**config.mk**
```make
export PLATFORM = sky130hd
export DESIGN_NAME = sde_log_cell
export DESIGN_NICKNAME = d
export VERILOG_FILES = /design/src/sv/sipm_desaturation_energy_macros.svh /design/src/sv/sde_pkg.sv /design/src/sv/sde_log_cell.sv
export SDC_FILE = /design/constraint.sdc
export NUM_CORES = 2
export LEC_CHECK = 0
export BUFFER_PORTS_ARGS = -buffer_cell sky130_fd_sc_hd__buf_2
export CAP_MARGIN = 20
export CELL_PAD_IN_SITES_DETAIL_PLACEMENT = 1
export CELL_PAD_IN_SITES_GLOBAL_PLACEMENT = 2
export CORE_MARGIN = 2
export CORE_UTILIZATION = 46
export DETAILED_ROUTE_END_ITERATION = 16
export MAX_ROUTING_LAYER = met4
export PLACE_DENSITY = 0.95
export SLEW_MARGIN = 20
export SYNTH_ARGS = -nofsm -noshare
export SYNTH_HDL_FRONTEND = slang
export SYNTH_SLANG_ARGS = --single-unit
```
**constraint.sdc**
```tcl
create_clock -name clk -period 13.35 [get_ports clk]
set_clock_uncertainty 0.1 [all_clocks]
set_input_delay 2.0025 -clock clk [delete_from_list [all_inputs] [get_ports clk]]
set_output_delay 2.0025 -clock clk [all_outputs]
set_load 0.1 [all_outputs]
```
**src/sv/sipm_desaturation_energy_macros.svh**
```systemverilog
`ifndef SIPM_DESATURATION_ENERGY_MACROS_SVH
`define SIPM_DESATURATION_ENERGY_MACROS_SVH

// same-cycle implication, held off while in reset
`define SDE_ASSERT_NOW(lbl, clk, rst_n, ante, cons, msg) \
  lbl: assert property (@(posedge clk) disable iff (!rst_n) (ante) |-> (cons)) else $error(msg);

// next-cycle implication, held off while in reset
`define SDE_ASSERT_NEXT(lbl, clk, rst_n, ante, cons, msg) \
  lbl: assert property (@(posedge clk) disable iff (!rst_n) (ante) |=> (cons)) else $error(msg);

`endif

```
**src/sv/sde_pkg.sv**
```systemverilog
package sde_pkg;

  localparam int E_W     = 22;
  localparam int CAL_W   = 24;
  localparam int N_W     = 16;
  localparam int PPM_W   = 16;
  localparam int EN_W    = 32;
  localparam int A_W     = 20;                 // 16*N
  localparam int MANT_W  = 31;                 // Q1.30
  localparam int FRAC_W  = 24;                 // log2 fraction bits, one per cell
  localparam int K_W     = 5;
  localparam int LOG_W   = K_W + FRAC_W;       // Q5.24
  localparam int D_W     = 48;                 // desaturated amplitude, Q.24
  localparam int T_W     = D_W + 8;            // dividend and quotient
  localparam int LOG_STEPS = FRAC_W;
  localparam int DIV_STEPS = T_W;

  localparam logic [31:0] LN2_Q32  = 32'd2977044472;
  localparam logic [25:0] LN20_Q24 = 26'd50260047;

  localparam logic [N_W-1:0]   PIXEL_COUNT_RST = 16'd10000;
  localparam logic [PPM_W-1:0] PE_PER_MIP_RST  = 16'd2560;

  typedef enum logic [0:0] {
    REG_PIXEL_COUNT = 1'b0,
    REG_PE_PER_MIP  = 1'b1
  } cfg_reg_t;

  typedef struct packed {
    logic [K_W-1:0]    k;
    logic [MANT_W-1:0] m;
  } norm_t;

  typedef struct packed {
    logic [E_W-1:0]    e;
    logic [CAL_W-1:0]  cal;
    logic              lin;
    logic [K_W-1:0]    ka;
    logic [K_W-1:0]    kb;
    logic [MANT_W-1:0] ma;
    logic [MANT_W-1:0] mb;
    logic [FRAC_W-1:0] fa;
    logic [FRAC_W-1:0] fb;
  } log_item_t;

  typedef struct packed {
    logic [T_W-1:0]   x;     // dividend bits in, quotient bits out
    logic [PPM_W-1:0] rem;
    logic [CAL_W-1:0] cal;
    logic             lin;
  } div_item_t;

  // integer part of log2 and mantissa normalized to Q1.30
  function automatic norm_t log2_norm(input logic [A_W-1:0] v);
    norm_t r;
    logic [K_W-1:0] k;
    logic [MANT_W-1:0] w;
    k = '0;
    for (int i = 0; i < A_W; i++) begin
      if (v[i]) k = K_W'(i);
    end
    w = MANT_W'(v);
    r.k = k;
    r.m = w << (K_W'(MANT_W - 1) - k);
    return r;
  endfunction

endpackage

```
**src/sv/sde_log_cell.sv**
```systemverilog
module sde_log_cell (
  input  logic              clk,
  input  logic              rst_n,
  input  logic              up_valid,
  output logic              up_ready,
  input  sde_pkg::log_item_t up_data,
  output logic              dn_valid,
  input  logic              dn_ready,
  output sde_pkg::log_item_t dn_data
);
  import sde_pkg::*;

  logic      dn_valid_r;
  log_item_t dn_data_r;
  log_item_t dn_data_nxt;

  logic [2*MANT_W-1:0] sq_a;
  logic [2*MANT_W-1:0] sq_b;
  logic [MANT_W:0]     ta;
  logic [MANT_W:0]     tb;

  // one fraction bit of log2 per cell: square, renormalize
  always_comb begin
    sq_a = (2*MANT_W)'(up_data.ma) * (2*MANT_W)'(up_data.ma);
    sq_b = (2*MANT_W)'(up_data.mb) * (2*MANT_W)'(up_data.mb);
    ta   = sq_a[2*MANT_W-1:MANT_W-1];
    tb   = sq_b[2*MANT_W-1:MANT_W-1];
    dn_data_nxt    = up_data;
    dn_data_nxt.ma = ta[MANT_W] ? ta[MANT_W:1] : ta[MANT_W-1:0];
    dn_data_nxt.mb = tb[MANT_W] ? tb[MANT_W:1] : tb[MANT_W-1:0];
    dn_data_nxt.fa = {up_data.fa[FRAC_W-2:0], ta[MANT_W]};
    dn_data_nxt.fb = {up_data.fb[FRAC_W-2:0], tb[MANT_W]};
  end

  assign up_ready = !dn_valid_r || dn_ready;
  assign dn_valid = dn_valid_r;
  assign dn_data  = dn_data_r;

  always_ff @(posedge clk) begin
    if (!rst_n) begin
      dn_valid_r <= 1'b0;
    end else if (up_ready) begin
      dn_valid_r <= up_valid;
    end
  end

  always_ff @(posedge clk) begin
    if (up_ready && up_valid) begin
      dn_data_r <= dn_data_nxt;
    end
  end

endmodule

```
==> metrics.yaml <==
timing:
  tightest_slew_ns: 1.160
  fmax_mhz: 91.27
  hold_viol: 0
  report.final.slew_viol_count: 0
  maxSlewHeadroom_pct: 22.45
  rsz0062_at_grt: "no"
  finalSetupViolCount: 0
  final.min_clock_period_ns: 10.96
  setup_tns_ns: 0
  finalCritPeriodShare_pct: 82.07
clock_network:
  cts.sinks: 168
  cts_max_level: 4
  insertion_delay_ns: 0.47
  cts_resized: 0
  holdBufCountCts: 0
  cts_setup_buffers: 0
  cts_buffers: 17
  clkSlewWorstSetupHoldPaths_ns: 0.07
  tritoncts: "yes"
  root_buffer: "clkbuf_16"
  cts_buffer_depth: 2
setup_path:
  crit_top_cell: "fa_1"
  start_kind: "input port"
  crit_type: "in -> reg"
  r2r_cells: 4
  r2r_end: "dn_data[22]"
  slowest_delay_ns: 0.59
  r2r_start: "dn_valid"
  cp_slowest_cell: "buf_2"
  crit_buf_inv: 6
  cp.arrival_ns: 11.08
  cpLargestDelayFamily: "adder cells"
  startpoint: "up_data[56]"
  critPathMaxFanout: 39
  r2r_slack_ns: 10.25
  endpoint_kind: "flop"
  required_ns: 13.48
cells_and_area:
  syn_to_final_growth_pct: 6.408
  final_layout_size_suffix_gt1_share_pct: 7.663
  finalNetCount: 8411
synth:
  synth_top_family_by_area: "adder cells"
  synth_adder_area_share_pct: 61.48
  ys.flop_type: "edfxtp_1"
  ys_async_sr_fraction_pct: 0
  syn_inst: 6053
  synth_edf_count: 167
  avgSynthCellArea_um2: 9.833
  syn-cell-area_um2: 59520
  synth_xor_xnor_area_share_pct: 1.661
  synth-simple-area-share_pct: 9.958
  ys_warn_count: 0
  synth.distinct_cells: 74
  ys_seq_area_share_pct: 8.459
  syn_nets: 8252
  synth_seq_cells: 168
  synthMuxAreaShare_pct: 0.9860
  synth-compound-area-share_pct: 4.453
floorplanning:
  dieHeight_um: 363.7
  dieArea_um2: 132300
  start_util_pct: 46.49
  rows: 131
  fp.coreArea_um2: 128000
  boundaryPins: 340
  die_w_um: 363.7
run_status:
  status: "finished clean"
place:
  place_hpwl_um: 144300
  routabilityCongestion: 0.9142
  io_buffers: 337
worst_hold_path:
  holdPathEnd: "dn_valid"
  holdPathStages: 2
  min_path_type: "reg -> reg"
  min-delay-start: "dn_valid"
grt:
  overflow: 0
  grt_pass1_wl_um: 279800
  grt_max_degree: 70
  antenna_found_initial: 6
  grt_use_met3_pct: 4.182
  grt_pass1_vias: 50310
  grt_use_total_pct: 28.60
  busiest_layer: "met2"
  grt_use_met1_pct: 33.78
  gr-usage-met2_pct: 50.45
drt:
  wl_um: 174400
  drc: 0
  drtAntennaViolNets: 0
  viasPerCell: 5.224
  num_vias: 41570
  drt_first_pass_iters: 5
  avgRoutedWirePerCell_um: 21.92
  drtIter0Drc: 1810
flow_run:
  cap_violations: 0
==> logic make-up (layout without fill, tap and decap cells) <==
family / after synthesis / count (layout)
compound gates: 405 / 405
buf+inv: 2052 / 2224
fa+ha+maj: 2028 / 2028
mux: 53 / 53
other cells: 0 / 3
xor+xnor: 112 / 112
flops: 168 / 168
simple gates: 1235 / 1235
==> synthesized netlist by cell type (22+ instances only) <==
| library cell | count | area, µm² |
|---|---|---|
| inv_1 | 1824 | 6847 |
| nor2_1 | 110 | 412.9 |
| mux2_2 | 45 | 506.7 |
| a21o_1 | 63 | 473.0 |
| nand3_1 | 23 | 115.1 |
| fa_1 | 1494 | 29910 |
| and2_1 | 382 | 2390 |
| xor2_1 | 43 | 376.6 |
| a21oi_1 | 130 | 650.6 |
| nand4_1 | 32 | 200.2 |
| clkbuf_1 | 205 | 769.5 |
| xnor2_1 | 68 | 595.6 |
| nand2_1 | 600 | 2252 |
| ha_1 | 534 | 6681 |
| edfxtp_1 | 167 | 5015 |
| o21bai_1 | 22 | 165.2 |
| o21ai_0 | 73 | 365.4 |
==> per-layer routing <==
metal	vias to the layer above	part of all wire [%]	wire (µm)
li1	17980	-	-
met1	22020	39	67160
met2	1230	52	91320
met3	341	5.9	10370
met4	0	3.2	5576
met5	-	0	0
==> worst min-delay path, stage by stage, from the launching register on <==
cell      delay [ns]
dfxtp_1         0.31
nand2b_1        0.11
a21boi_0        0.09
==> worst max path at each step <==
stage / cells past startpoint / end / slack, ns
2_1_floorplan: 25 / dn_data[89] / 3.82
3_3_place_gp: 25 / dn_data[65] / 2.11
3_5_place_dp: 25 / dn_data[65] / 1.99
4_1_cts: 25 / dn_data[65] / 2.49
5_1_grt: 24 / dn_data[104] / 2.05
6_report: 25 / dn_data[65] / 2.39
==> metrics by stage <==
stage	setup WS [ns]	instance area [µm²]	util (%)	instances	hold WS, ns
floorplan	3.823	59520	-	6053	1.679
global placement	2.115	62720	48.99	7921	0.4197
detailed placement	1.992	62720	48.99	7921	0.4451
CTS	2.491	63300	49.45	7953	0.4568
global route	2.045	63330	49.47	7955	0.5123
finish	2.394	63330	49.47	7957	0.4614
==> flip-flops by register name (all words and copies together) (netlist names) <==
signal,flops
dn_data,167
dn_valid,1
==> cell type report <==
class / count / area (µm²)
tap: 1729 / 2163
clock inverter: 15 / 152.6
antenna: 3 / 7.507
multi-input combinational: 3833 / 46770
timing repair buffer: 366 / 1924
clock buffer: 17 / 425.4
sequential: 168 / 5035
fill: 14530 / 64680
inverter: 1826 / 6854
==> cells in the final DEF, fill, tap and decap left out, drive strengths merged, types with 22 or more instances in the layout <==
cell type  instances
a21o              63
a21oi            132
and2             382
buf              366
edfxtp           167
fa              1494
ha               534
inv             1834
mux2              45
nand2            600
nand3             23
nand4             32
nor2             111
o21ai             75
o21bai            22
xnor2             69
xor2              43
Power is left out: the tool's default activity adds up to more than one toggle a clock period on the data nets, which glitch-free logic cannot reach.
