$ cat config.mk
export PLATFORM = sky130hd
export DESIGN_NAME = sde_div_cell
export DESIGN_NICKNAME = d
export VERILOG_FILES = /design/src/sv/sipm_desaturation_energy_macros.svh /design/src/sv/sde_pkg.sv /design/src/sv/sde_div_cell.sv
export SDC_FILE = /design/constraint.sdc
export NUM_CORES = 1
export LEC_CHECK = 0
export ABC_CLOCK_PERIOD_IN_PS = 4300
export BUFFER_PORTS_ARGS = -buffer_cell sky130_fd_sc_hd__buf_2
export CORE_UTILIZATION = 45
export DETAILED_ROUTE_END_ITERATION = 10
export PLACE_DENSITY_LB_ADDON = 0.08
export SETUP_SLACK_MARGIN = 0.3
export SYNTH_ARGS = -nofsm -noshare
export SYNTH_HDL_FRONTEND = slang
export SYNTH_SLANG_ARGS = --single-unit
$ cat constraint.sdc
create_clock -name clk -period 4.3 [get_ports clk]
set_input_delay 0.215 -clock clk [delete_from_list [all_inputs] [get_ports clk]]
set_output_delay 0.215 -clock clk [all_outputs]
set_load 0.02 [all_outputs]
$ cat src/sv/sipm_desaturation_energy_macros.svh
`ifndef SIPM_DESATURATION_ENERGY_MACROS_SVH
`define SIPM_DESATURATION_ENERGY_MACROS_SVH

// same-cycle implication, held off while in reset
`define SDE_ASSERT_NOW(lbl, clk, rst_n, ante, cons, msg) \
  lbl: assert property (@(posedge clk) disable iff (!rst_n) (ante) |-> (cons)) else $error(msg);

// next-cycle implication, held off while in reset
`define SDE_ASSERT_NEXT(lbl, clk, rst_n, ante, cons, msg) \
  lbl: assert property (@(posedge clk) disable iff (!rst_n) (ante) |=> (cons)) else $error(msg);

`endif

$ cat src/sv/sde_pkg.sv
package sde_pkg;

  localparam int E_W     = 22;
  localparam int CAL_W   = 24;
  localparam int N_W     = 16;
  localparam int PPM_W   = 16;
  localparam int EN_W    = 32;
  localparam int A_W     = 20;                 // 16*N
  localparam int MANT_W  = 31;                 // Q1.30
  localparam int FRAC_W  = 24;                 // log2 fraction bits, one per cell
  localparam int K_W     = 5;
  localparam int LOG_W   = K_W + FRAC_W;       // Q5.24
  localparam int D_W     = 48;                 // desaturated amplitude, Q.24
  localparam int T_W     = D_W + 8;            // dividend and quotient
  localparam int LOG_STEPS = FRAC_W;
  localparam int DIV_STEPS = T_W;

  localparam logic [31:0] LN2_Q32  = 32'd2977044472;
  localparam logic [25:0] LN20_Q24 = 26'd50260047;

  localparam logic [N_W-1:0]   PIXEL_COUNT_RST = 16'd10000;
  localparam logic [PPM_W-1:0] PE_PER_MIP_RST  = 16'd2560;

  typedef enum logic [0:0] {
    REG_PIXEL_COUNT = 1'b0,
    REG_PE_PER_MIP  = 1'b1
  } cfg_reg_t;

  typedef struct packed {
    logic [K_W-1:0]    k;
    logic [MANT_W-1:0] m;
  } norm_t;

  typedef struct packed {
    logic [E_W-1:0]    e;
    logic [CAL_W-1:0]  cal;
    logic              lin;
    logic [K_W-1:0]    ka;
    logic [K_W-1:0]    kb;
    logic [MANT_W-1:0] ma;
    logic [MANT_W-1:0] mb;
    logic [FRAC_W-1:0] fa;
    logic [FRAC_W-1:0] fb;
  } log_item_t;

  typedef struct packed {
    logic [T_W-1:0]   x;     // dividend bits in, quotient bits out
    logic [PPM_W-1:0] rem;
    logic [CAL_W-1:0] cal;
    logic             lin;
  } div_item_t;

  // integer part of log2 and mantissa normalized to Q1.30
  function automatic norm_t log2_norm(input logic [A_W-1:0] v);
    norm_t r;
    logic [K_W-1:0] k;
    logic [MANT_W-1:0] w;
    k = '0;
    for (int i = 0; i < A_W; i++) begin
      if (v[i]) k = K_W'(i);
    end
    w = MANT_W'(v);
    r.k = k;
    r.m = w << (K_W'(MANT_W - 1) - k);
    return r;
  endfunction

endpackage

$ cat src/sv/sde_div_cell.sv
module sde_div_cell (
  input  logic                     clk,
  input  logic                     rst_n,
  input  logic [sde_pkg::PPM_W-1:0] divisor,
  input  logic                     up_valid,
  output logic                     up_ready,
  input  sde_pkg::div_item_t        up_data,
  output logic                     dn_valid,
  input  logic                     dn_ready,
  output sde_pkg::div_item_t        dn_data
);
  import sde_pkg::*;

  logic      dn_valid_r;
  div_item_t dn_data_r;
  div_item_t dn_data_nxt;

  logic [PPM_W:0] r2;
  logic [PPM_W:0] r2_sub;
  logic           ge;

  // restoring division, one quotient bit per cell
  always_comb begin
    r2     = {up_data.rem, up_data.x[T_W-1]};
    r2_sub = r2 - {1'b0, divisor};
    ge     = r2 >= {1'b0, divisor};
    dn_data_nxt     = up_data;
    dn_data_nxt.rem = ge ? r2_sub[PPM_W-1:0] : r2[PPM_W-1:0];
    dn_data_nxt.x   = {up_data.x[T_W-2:0], ge};
  end

  assign up_ready = !dn_valid_r || dn_ready;
  assign dn_valid = dn_valid_r;
  assign dn_data  = dn_data_r;

  always_ff @(posedge clk) begin
    if (!rst_n) begin
      dn_valid_r <= 1'b0;
    end else if (up_ready) begin
      dn_valid_r <= up_valid;
    end
  end

  always_ff @(posedge clk) begin
    if (up_ready && up_valid) begin
      dn_data_r <= dn_data_nxt;
    end
  end

endmodule

==> qor.txt, run 1 <==
Fin util -> 65.2%
Comb pwr share -> 19.7%
Place WS -> 1.69 ns
Core area -> 8810 um2
VDD IR max -> 219 uV
Initial antenna violation count -> 0
Residual DRC -> 19
Crit-path cells -> buf_2 > inv_1 > ha_1 > a21oi_2 > o21ai_1 > a221o_1 > a21boi_4 > and2_4 > inv_4 > mux2_4
Bufs on Longest Clock Path -> 2
Syn Area/Cell -> 16.3 um2
Hold-fix buffers at CTS -> 24
Synth-to-Final Area Change -> 38.5%
RSZ-0062 raised after global routing -> no
Drt via density -> 4.95
Setup_tns -> 0 ns
Power Total -> 0.00214 W
Worst slew margin -> 33.8%
Fill count -> 715
Top post-synthesis cells by area -> edfxtp_1 (70%), ha_1 (4.8%), mux2_4 (2.9%)
Switching pwr -> 0.000604 W
GRT Overall Usage -> 20.3%
Final Critical Period -> 2.25 ns
P_int -> 0.00154 W
TritonRoute pass-1 iters -> 8
Status -> finished with violations
Cell Area, Placed -> 5310 um2
Starting Density -> 47.1%
Async S/R FF share, synth -> 0%
Total Wirelength -> 9750 um
Critical path's top delay family -> compound AO/OA/AOI/OAI gates
DR WL/cell -> 15.8 um
CTS Root Cell -> clkbuf_8
Syn Nets -> 389
Syn Inst Count -> 255
Failing checks -> design-rule violations
Fin. max-slew vios -> 0
EDFF count, synth -> 97
Worst-Skew Late Latency -> 0.37 ns
Crit path max-delay cell type -> a221o_1
1st-iter DRT viols -> 110
Post-route cell area -> 5740 um2
Setup ws final -> 2.05 ns
Leading area contributor after synthesis -> edfxtp_1
Final Setup Violations -> 0
Post-synthesis sequential area ratio -> 70.7%
Synth Register Bits -> 98
Clock sinks -> 98
Crit-path max cell delay -> 0.43 ns
Measured slew at the worst slew-check pin -> 0.993 ns
Top cells by count, synth -> edfxtp_1 (97), inv_1 (20), ha_1 (16)
Arr. time, crit path -> 2.37 ns
Hold WC Path Type -> primary input to flip-flop
Clock power share -> 26.6%
Pin count of the biggest net entering global routing -> 76
Switching portion of total power -> 28.2%
Num CTS Buffers -> 9
# diodes -> 0
FMAX -> 445 MHz
Fin. Hold Viols -> 0
Die ar. -> 9600 um2
Port bufs -> 215
MaxCap Viol Count -> 0
Clock transition at path regs -> 0.10 ns
Total grt overflow -> 0
Vias in the first global route -> 2923
CP Max Fanout -> 11
Top FF cell, synth -> edfxtp_1
First-pass GRT wire length -> 14700 um
Post-CTS Resized -> 0
Die Y-Extent -> 98.0 um
Count leader, synth -> edfxtp_1
Sequential share of power -> 53.6%
Layout cells sized above 1 -> 48.9%
Routed Antenna Nets -> 0
Dpl hpwl -> 7210 um
Post-synth top area share -> 70.2%
Clock skew -> 0.00836 ns
PD cells -> 373 nW/um2
Crit path buffers/inverters -> 3
LEAKAGE -> 2.62 nW
Worst setup EP type -> flip-flop
Crit Path Class -> primary input to flip-flop
Synth warnings -> 0
R2R setup slack -> 2.26 ns
Layout Nets -> 636
RePlAce Congestion -> 0.917
Period utilisation layout -> 52.3%
Distinct cells, synth -> 47
H-tree depth -> 3
Num ports -> 216
Worst Path Required -> 4.42 ns
Routed vias -> 3047
Post-CTS Setup Bufs -> 0
CTS tree -> done
Die X -> 98.0 um
Std cell rows -> 34
CP Launch Type -> primary input
Post-Syn Area -> 4150 um2
## cell families after synthesis
family                   synth area share [%]
AO/OA/AOI/OAI                            9.92
XOR/XNOR                                 1.90
adder cells (fa/ha/maj)                  5.31
buffers and inverters                    3.44
flip-flops                               70.7
multiplexers                             3.41
AND/OR/NAND/NOR                          5.31
## final cells by class
cell class | instances | area, um2 | share of cell area [%]
inverters | 21 | 81.3 | 1.42
clock inverters | 7 | 61.3 | 1.07
clock buffers | 9 | 124 | 2.16
repair buffers | 241 | 1330 | 23.2
well taps | 108 | 135 | 2.35
multi-input cells | 131 | 1070 | 18.7
flip-flops and latches | 98 | 2930 | 51.1
## routing by layer
metal | GRT usage (%) | up-vias | wire, um
li1 | - | 1473 | -
met3 | 4.01 | 14 | 703
met2 | 35.6 | 126 | 4980
met5 | 0 | - | 0
met1 | 24.1 | 1434 | 3860
met4 | 8.97 | 0 | 206
## flip-flops by register name (all words and copies together), names as in the netlist
name and flops:
dn_valid 1, dn_data 97
## final timing paths
kind                           end  depth (start not counted)             startpoint
max          dn_data[35]$_DFFE_PP_                         10             divisor[8]
max reg2reg  dn_data[93]$_DFFE_PP_                          3  dn_valid$_SDFFE_PN0N_
min reg2reg  dn_valid$_SDFFE_PN0N_                          2  dn_valid$_SDFFE_PN0N_
min          dn_data[53]$_DFFE_PP_                          1            up_data[52]
## layout by cell type, fill, tap and decap left out, types with 2 or more instances in the layout
| master | count |
|---|---|
| a211o_1 | 3 |
| a211oi_1 | 3 |
| a21boi_0 | 4 |
| a21o_1 | 5 |
| a21oi_1 | 3 |
| a31oi_1 | 2 |
| and2_4 | 3 |
| and3_1 | 2 |
| and3b_1 | 2 |
| buf_2 | 215 |
| clkbuf_8 | 9 |
| clkinv_4 | 3 |
| dlygate4sd3_1 | 25 |
| edfxtp_1 | 97 |
| ha_1 | 16 |
| inv_1 | 20 |
| inv_8 | 2 |
| mux2_4 | 8 |
| nand2_1 | 5 |
| nand2b_1 | 3 |
| nand3_1 | 7 |
| nand4_1 | 2 |
| nor2_1 | 12 |
| nor3_1 | 3 |
| o211a_1 | 2 |
| o211ai_1 | 2 |
| o21a_1 | 6 |
| o21ai_0 | 9 |
| o31ai_1 | 5 |
| xnor2_1 | 5 |
| xor2_1 | 4 |
## worst reg2reg max path, stage by stage (launching register included)
cell	delay, ns
dfxtp_1	0.32
nand2b_1	0.10
and2_4	0.80
buf_4	0.49
## power groups by stage
stage          Combinational, W  Clock, W  Sequential [W]
6_report               0.000422  0.000570         0.00115
5_1_grt                0.000456  0.000614         0.00115
4_1_cts                0.000424  0.000585         0.00115
3_5_place_dp           0.000405         0         0.00117
3_3_place_gp           0.000400         0         0.00117
2_1_floorplan          0.000175         0         0.00126
## per-stage QoR
stage,cells,hold slack [ns]
3_3_place_gp,574,0.391
4_1_cts,614,0.000108
2_1_floorplan,255,0.314
6_report,615,0.0134
5_1_grt,615,0.000721
3_5_place_dp,574,0.393
Note: power is estimated with default switching activity, not from simulation.
==> inputs of run 2 (changes only) <==
ABC_AREA = 1   (was unset)
ABC_CLOCK_PERIOD_IN_PS = 2200   (was 4300)
CORE_UTILIZATION = 46   (was 45)
clock period = 2.2 ns   (was 4.3 ns; I/O delays follow)
==> run 2 against run 1 <==
- the run now ends clean
- hold slack better by 0.052 ns
- sequential share of layout area is 6.3 points lower
- design area up 14%
- cell count rose by 30%
- largest power group unchanged
==> qor.txt, run 2 <==
Routed vias -> 3720 (+22%)
Bufs on Longest Clock Path -> 2 (unchanged)
Met1 GRT Util -> 25.6% (+1.5 points)
Total grt overflow -> 0 (unchanged)
Die X -> 99.1 um (+1.1%)
Routed Antenna Nets -> 0 (unchanged)
Cell Area, Placed -> 5570 um2 (+4.9%)
Fin. Hold Viols -> 0 (unchanged)
Num ports -> 216 (unchanged)
R2R cell count -> 2 (-1)
# diodes -> 0 (unchanged)
Max reg flops -> 97 (unchanged)
Met2 Track Usage GR -> 45.8% (+10 points)
Measured slew at the worst slew-check pin -> 0.515 ns (-0.478 ns)
Reg2reg end -> dn_data[5]$_DFFE_PP_
Commonest non-fill, non-tap cell in the layout -> buf_2
CTS Root Cell -> clkbuf_8
Post-route cell area -> 6560 um2 (+14%)
Hold WC Path Type -> primary input to flip-flop
Setup_tns -> 0 ns (unchanged)
Final Setup Violations -> 0 (unchanged)
TritonRoute pass-1 iters -> 4 (-4)
Clock transition at path regs -> 0.10 ns (about the same)
Post-synthesis sequential area ratio -> 67.6% (-3.1 points)
DR WL/cell -> 14.3 um (-9.9%)
Pin count of the biggest net entering global routing -> 98 (+29%)
Worst Setup SP -> divisor[2]
P_int -> 0.00303 W (+98%)
Core area -> 9200 um2 (+4.4%)
Hold depth -> 3 (+2)
VDD IR max -> 355 uV (+62%)
CP Launch Type -> primary input
Std cell rows -> 35 (+2.9%)
Top Usage Layer GRT -> met2
Port bufs -> 215 (unchanged)
Final Critical Period -> 1.54 ns
Fin. max-slew vios -> 0 (unchanged)
Clock sinks -> 98 (unchanged)
Initial antenna violation count -> 0 (unchanged)
Period utilisation layout -> 70.1%
Dpl hpwl -> 7500 um (+4.0%)
Die Y-Extent -> 99.1 um (+1.1%)
Starting Density -> 47.2% (+0.055 points)
Residual DRC -> 0 (-19)
Top post-synthesis cells by area -> edfxtp_1 (67%), nand2_1 (10%), inv_1 (5.4%)
Async S/R FF share, synth -> 0% (unchanged)
Synth-to-Final Area Change -> 51.4%
Sequential share of power -> 52.5% (-1.1 points)
Post-synth top area share -> 67.2% (-3.1 points)
Crit Path Class -> primary input to flip-flop
Switching pwr -> 0.00124 W (+110%)
Distinct cells, synth -> 27 (-43%)
Top FF cell, synth -> edfxtp_1
Layout cells sized above 1 -> 36.6% (-12 points)
CTS tree -> done
CP Max Fanout -> 17 (+6)
GRT Overall Usage -> 23.3% (+3.0 points)
Layout Nets -> 818 (+29%)
Reg2reg start -> dn_valid$_SDFFE_PN0N_
1st-iter DRT viols -> 143 (+30%)
Total Wirelength -> 11400 um (+17%)
Comb pwr share -> 21.8% (+2.1 points)
Syn Inst Count -> 378 (+48%)
Synth Register Bits -> 98 (unchanged)
Dpl cells -> 703 (+22%)
Fill count -> 695 (-2.8%)
Worst min-delay path endpoint -> dn_valid$_SDFFE_PN0N_
Syn Area/Cell -> 11.5 um2 (-29%)
Synth warnings -> 0 (unchanged)
First-pass GRT wire length -> 17500 um (+19%)
RePlAce Congestion -> 0.830 (-9.6%)
Leading area contributor after synthesis -> edfxtp_1
H-tree depth -> 3 (unchanged)
EDFF count, synth -> 97 (unchanged)
GRT met3 Usage -> 5.06% (+1.1 points)
LEAKAGE -> 3.22 nW (+23%)
RSZ-0062 raised after global routing -> no
Fin util -> 71.4% (+6.2 points)
R2R setup slack -> 0.87 ns (-1.39 ns)
Syn Nets -> 512 (+32%)
Die ar. -> 9820 um2 (+2.2%)
Worst Path Required -> 2.31 ns (-2.11 ns)
Switching portion of total power -> 29.0% (+0.77 points)
MaxCap Viol Count -> 0 (unchanged)
Hold Path Origin -> up_valid
Num CTS Buffers -> 9 (unchanged)
Most frequent cells in the layout -> buf_2 (215), nand2_1 (115), edfxtp_1 (97)
FMAX -> 649 MHz
Drt via density -> 4.65 (-6.1%)
Clock skew -> 0.00928 ns (+0.000920 ns)
Count leader, synth -> nand2_1
Vias in the first global route -> 3630 (+24%)
Post-Syn Area -> 4340 um2 (+4.6%)
PD cells -> 651 nW/um2 (+75%)
Top cells by count, synth -> nand2_1 (115), edfxtp_1 (97), inv_1 (62)
Fin cells -> 800 (+30%)
Worst-Skew Late Latency -> 0.36 ns (about the same)
Clock power share -> 25.7% (-0.9 points)
Worst slew margin -> 65.6% (+32 points)
Arr. time, crit path -> 1.66 ns (-0.71 ns)
Status -> complete, no violations
Worst setup EP type -> flip-flop
==> run 2: cell types whose count changed in the layout (fill, tap and decap cells not counted), sizes merged, moves of 6 or more <==
cell	delta
o21ai	-10
dlygate4sd3	+56
a21oi	+6
nand3	+22
inv	+44
mux2	-9
nand2	+119
==> run 2: final cells by class <==
| type | count | area (um2) | share of cell area, % |
|---|---|---|---|
| sequential | 98 | 2940 | 44.7 |
| timing repair buffer | 299 | 1920 | 29.3 |
| multi-input combinational | 212 | 1140 | 17.4 |
| inverter | 64 | 240 | 3.66 |
| tap | 111 | 139 | 2.12 |
| clock buffer | 9 | 124 | 1.89 |
| clock inverter | 7 | 61.3 | 0.934 |
==> run 2: stage by stage <==
step,hold slack (ns),power (W),worst slack (ns)
detailed placement,0.288,0.00309,0.276
global route,0.0597,0.00448,0.534
floorplan,0.209,0.00280,-0.240
global placement,0.286,0.00308,0.343
finish,0.0652,0.00427,0.658
CTS,0.0489,0.00429,0.665
==> run 2: per-layer routing <==
| metal | share of wire, % | vias up |
|---|---|---|
| li1 | - | 1858 |
| met1 | 39 | 1728 |
| met2 | 55 | 126 |
| met3 | 5.1 | 8 |
| met4 | 0.89 | 0 |
| met5 | 0 | - |
==> run 2: worst max path at each step <==
stage / slack [ns] / cells after the start / to
floorplan: -0.24 / 1 / dn_data[0]$_DFFE_PP_
global placement: 0.34 / 13 / dn_data[35]$_DFFE_PP_
detailed placement: 0.28 / 13 / dn_data[38]$_DFFE_PP_
CTS: 0.67 / 13 / dn_data[33]$_DFFE_PP_
global route: 0.53 / 13 / dn_data[32]$_DFFE_PP_
finish: 0.66 / 13 / dn_data[38]$_DFFE_PP_
==> run 2: logic make-up after synthesis <==
kind of cell	share of synthesized area (%)
buf+inv	6.32
compound gates	1.50
simple gates	18.1
fa+ha+maj	5.08
xor+xnor	1.41
flops	67.6
==> run 2: worst max-delay path: stages <==
cell and delay (ns):
buf_2 0.07, inv_1 0.03, ha_1 0.39, nand2_1 0.09, inv_1 0.05, nand3_1 0.09
nand3_2 0.10, nand2_2 0.09, nand2_2 0.07, nand2_4 0.20, nand2_4 0.19, nand2_1 0.11
nand2_1 0.06
==> run 2: timing repair <==
item,in CTS,in global routing
setup buffers,0,0
hold buffers,81,0
resized for setup,0,0
endpoints found under the hold margin,81,0
==> run 2: power groups by stage <==
stage / Clock (W) / Sequential, W / Combinational (W)
2_1_floorplan: 0 / 0.00246 / 0.000339
3_3_place_gp: 0 / 0.00228 / 0.000799
3_5_place_dp: 0 / 0.00228 / 0.000809
4_1_cts: 0.00112 / 0.00224 / 0.000928
5_1_grt: 0.00120 / 0.00226 / 0.00102
6_report: 0.00110 / 0.00224 / 0.000931
==> inputs of run 3 (changes only) <==
ABC_CLOCK_PERIOD_IN_PS = 1400   (was 2200)
CORE_UTILIZATION = 41   (was 46)
clock period = 1.4 ns   (was 2.2 ns; I/O delays follow)
==> run 3 against run 2 <==
- worst setup slack lost 0.54 ns
- wire length grew 27%
- cell count grew 13%
- first-iteration DRC count grew 52%
- non-clock buffer count grew 77
- sequential cell count is the same
- via count grew 12%
- die area grew 12%
- hold slack lost 0.050 ns
- global-route usage grew 1.2 points
- critical endpoint is now dn_data[40]$_DFFE_PP_
- largest cell class unchanged
- highest routed layer unchanged
==> qor.txt, run 3 (synthesis gave the netlist of run 2 again) <==
R2R cell count -> 3 (+1)
Vias in the first global route -> 4057 (+12%)
LEAKAGE -> 3.81 nW (+18%)
Power Total -> 0.00756 W (+77%)
VDD IR max -> 592 uV (+67%)
Worst min-delay path endpoint -> dn_data[36]$_DFFE_PP_
Fin. max-slew vios -> 0 (unchanged)
Measured slew at the worst slew-check pin -> 0.273 ns (-0.242 ns)
Starting Density -> 42.2% (-5.0 points)
Crit-path cells -> buf_2 > ha_4 > nand2_2 > nor2_4 > and2_4 > nand2_2 > nand2_2 > nor2_4 > buf_6 > clkbuf_16 > nand3_2 > nand2_1
Drt via density -> 4.61 (-0.83%)
Hold Path Origin -> up_data[35]
Crit-path most repeated cell -> nand2_2
CTS Root Cell -> clkbuf_8
RSZ-0062 raised after global routing -> yes
Dpl hpwl -> 8380 um (+12%)
Initial antenna violation count -> 0 (unchanged)
Bufs on Longest Clock Path -> 2 (unchanged)
# diodes -> 0 (unchanged)
Die X -> 105 um (+5.8%)
Num ports -> 216 (unchanged)
FMAX -> 777 MHz
Fill count -> 694 (-0.14%)
1st-iter DRT viols -> 218 (+52%)
R2R setup slack -> 0.14 ns (-0.73 ns)
CP Max Fanout -> 6 (-11)
TritonRoute pass-1 iters -> 4 (unchanged)
Core area -> 10300 um2 (+12%)
Routed Antenna Nets -> 0 (unchanged)
Worst Path Required -> 1.52 ns (-0.79 ns)
Most frequent cells in the layout -> buf_2 (204), edfxtp_1 (97), nand2_1 (85)
Clock transition at path regs -> 0.09 ns (about the same)
Final Setup Violations -> 0 (unchanged)
Num CTS Buffers -> 9 (unchanged)
CTS tree -> done
Crit Path Class -> primary input to flip-flop
Port bufs -> 215 (unchanged)
Max reg flops -> 97 (unchanged)
Total grt overflow -> 0 (unchanged)
Clock sinks -> 98 (unchanged)
Period utilisation layout -> 91.9%
Layout cells sized above 1 -> 54.8% (+18 points)
Dpl cells -> 773 (+10%)
Routed vias -> 4164 (+12%)
Residual DRC -> 0 (unchanged)
Reg2reg start -> dn_valid$_SDFFE_PN0N_
RePlAce Congestion -> 0.851 (+2.6%)
Final Critical Period -> 1.29 ns
Arr. time, crit path -> 1.41 ns (-0.25 ns)
Fin util -> 79.0% (+7.7 points)
Hold WC Path Type -> primary input to flip-flop
GRT Overall Usage -> 24.4% (+1.2 points)
Worst-Skew Late Latency -> 0.36 ns (about the same)
Synth-to-Final Area Change -> 87.3%
Reg2reg end -> dn_data[36]$_DFFE_PP_
Crit-path max cell delay -> 0.29 ns (-0.10 ns)
Fin. Hold Viols -> 0 (unchanged)
Fin cells -> 903 (+13%)
Clock skew -> 0.00453 ns (-0.00475 ns)
Die Y-Extent -> 105 um (+5.8%)
MaxCap Viol Count -> 0 (unchanged)
Die ar. -> 11000 um2 (+12%)
Layout Nets -> 896 (+9.5%)
H-tree depth -> 3 (unchanged)
Total Wirelength -> 14500 um (+27%)
Std cell rows -> 37 (+5.7%)
First-pass GRT wire length -> 20300 um (+16%)
Status -> complete, no violations
CP Launch Type -> primary input
Hold depth -> 3 (unchanged)
Commonest non-fill, non-tap cell in the layout -> buf_2
Pin count of the biggest net entering global routing -> 21 (-79%)
Worst setup EP type -> flip-flop
PD cells -> 931 nW/um2 (+43%)
DR WL/cell -> 16.1 um (+13%)
Crit path max-delay cell type -> ha_4
Worst slew margin -> 81.8% (+16 points)
run 3: repair_timing:
action,in CTS,in global routing
hold buffers,84,0
endpoints found under the setup margin,114,114
cloned,4,15
hold endpoints to repair,84,0
gates resized for setup,37,84
buffers inserted,5,6
pin swaps,2,54
run 3: how the worst max path moves through the flow:
stage | startpoint | endpoint | slack, ns
floorplan | dn_valid$_SDFFE_PN0N_ | dn_data[0]$_DFFE_PP_ | -1.04
global placement | up_data[35] | dn_data[36]$_DFFE_PP_ | -0.25
detailed placement | up_data[96] | dn_data[33]$_DFFE_PP_ | -0.28
CTS | up_data[34] | dn_data[27]$_DFFE_PP_ | 0.17
global route | divisor[4] | dn_data[40]$_DFFE_PP_ | 0.07
finish | up_data[30] | dn_data[40]$_DFFE_PP_ | 0.11
run 3: layout make-up:
class / instances / area (um2) / area share (%)
timing repair buffer: 376 / 2930 / 36.1
sequential: 98 / 2940 / 36.1
multi-input combinational: 213 / 1620 / 20.0
clock inverter: 6 / 73.8 / 0.909
tap: 136 / 170 / 2.09
inverter: 64 / 258 / 3.17
clock buffer: 10 / 128 / 1.57
run 3: layer usage:
layer	GRT usage, %	part of all wire [%]	vias to the layer above
met2	46.5	56	177
met3	4.87	5.6	22
met4	6.74	1.8	0
met1	27.5	37	1945
li1	-	-	2020
met5	0	0	-
run 3: where the power goes:
part,total [W],leakage (nW),internal (W),switching (W)
logic,0.00218,2.76,0.00107,0.00111
clock network,0.00185,0.0950,0.000849,0.00101
registers,0.00353,0.949,0.00348,0.0000512
total,0.00756,3.81,0.00540,0.00216
run 3: critical path: cells and delay by family:
| family | cells | cell delay [ns] |
|---|---|---|
| fa+ha+maj | 1 | 0.29 |
| buf+inv | 3 | 0.41 |
| simple gates | 8 | 0.64 |
run 3: through the flow:
step                      TNS, ns  instance area, um2  hold slack (ns)  worst slack (ns)
after floorplan           -101.61                4570            0.169             -1.04
after global placement      -3.91                6150            0.247            -0.247
after detailed placement    -4.17                6150            0.248            -0.278
after CTS                       0                7450          -0.0174             0.169
after global routing            0                8120          0.00411            0.0680
final                           0                8120           0.0151             0.113
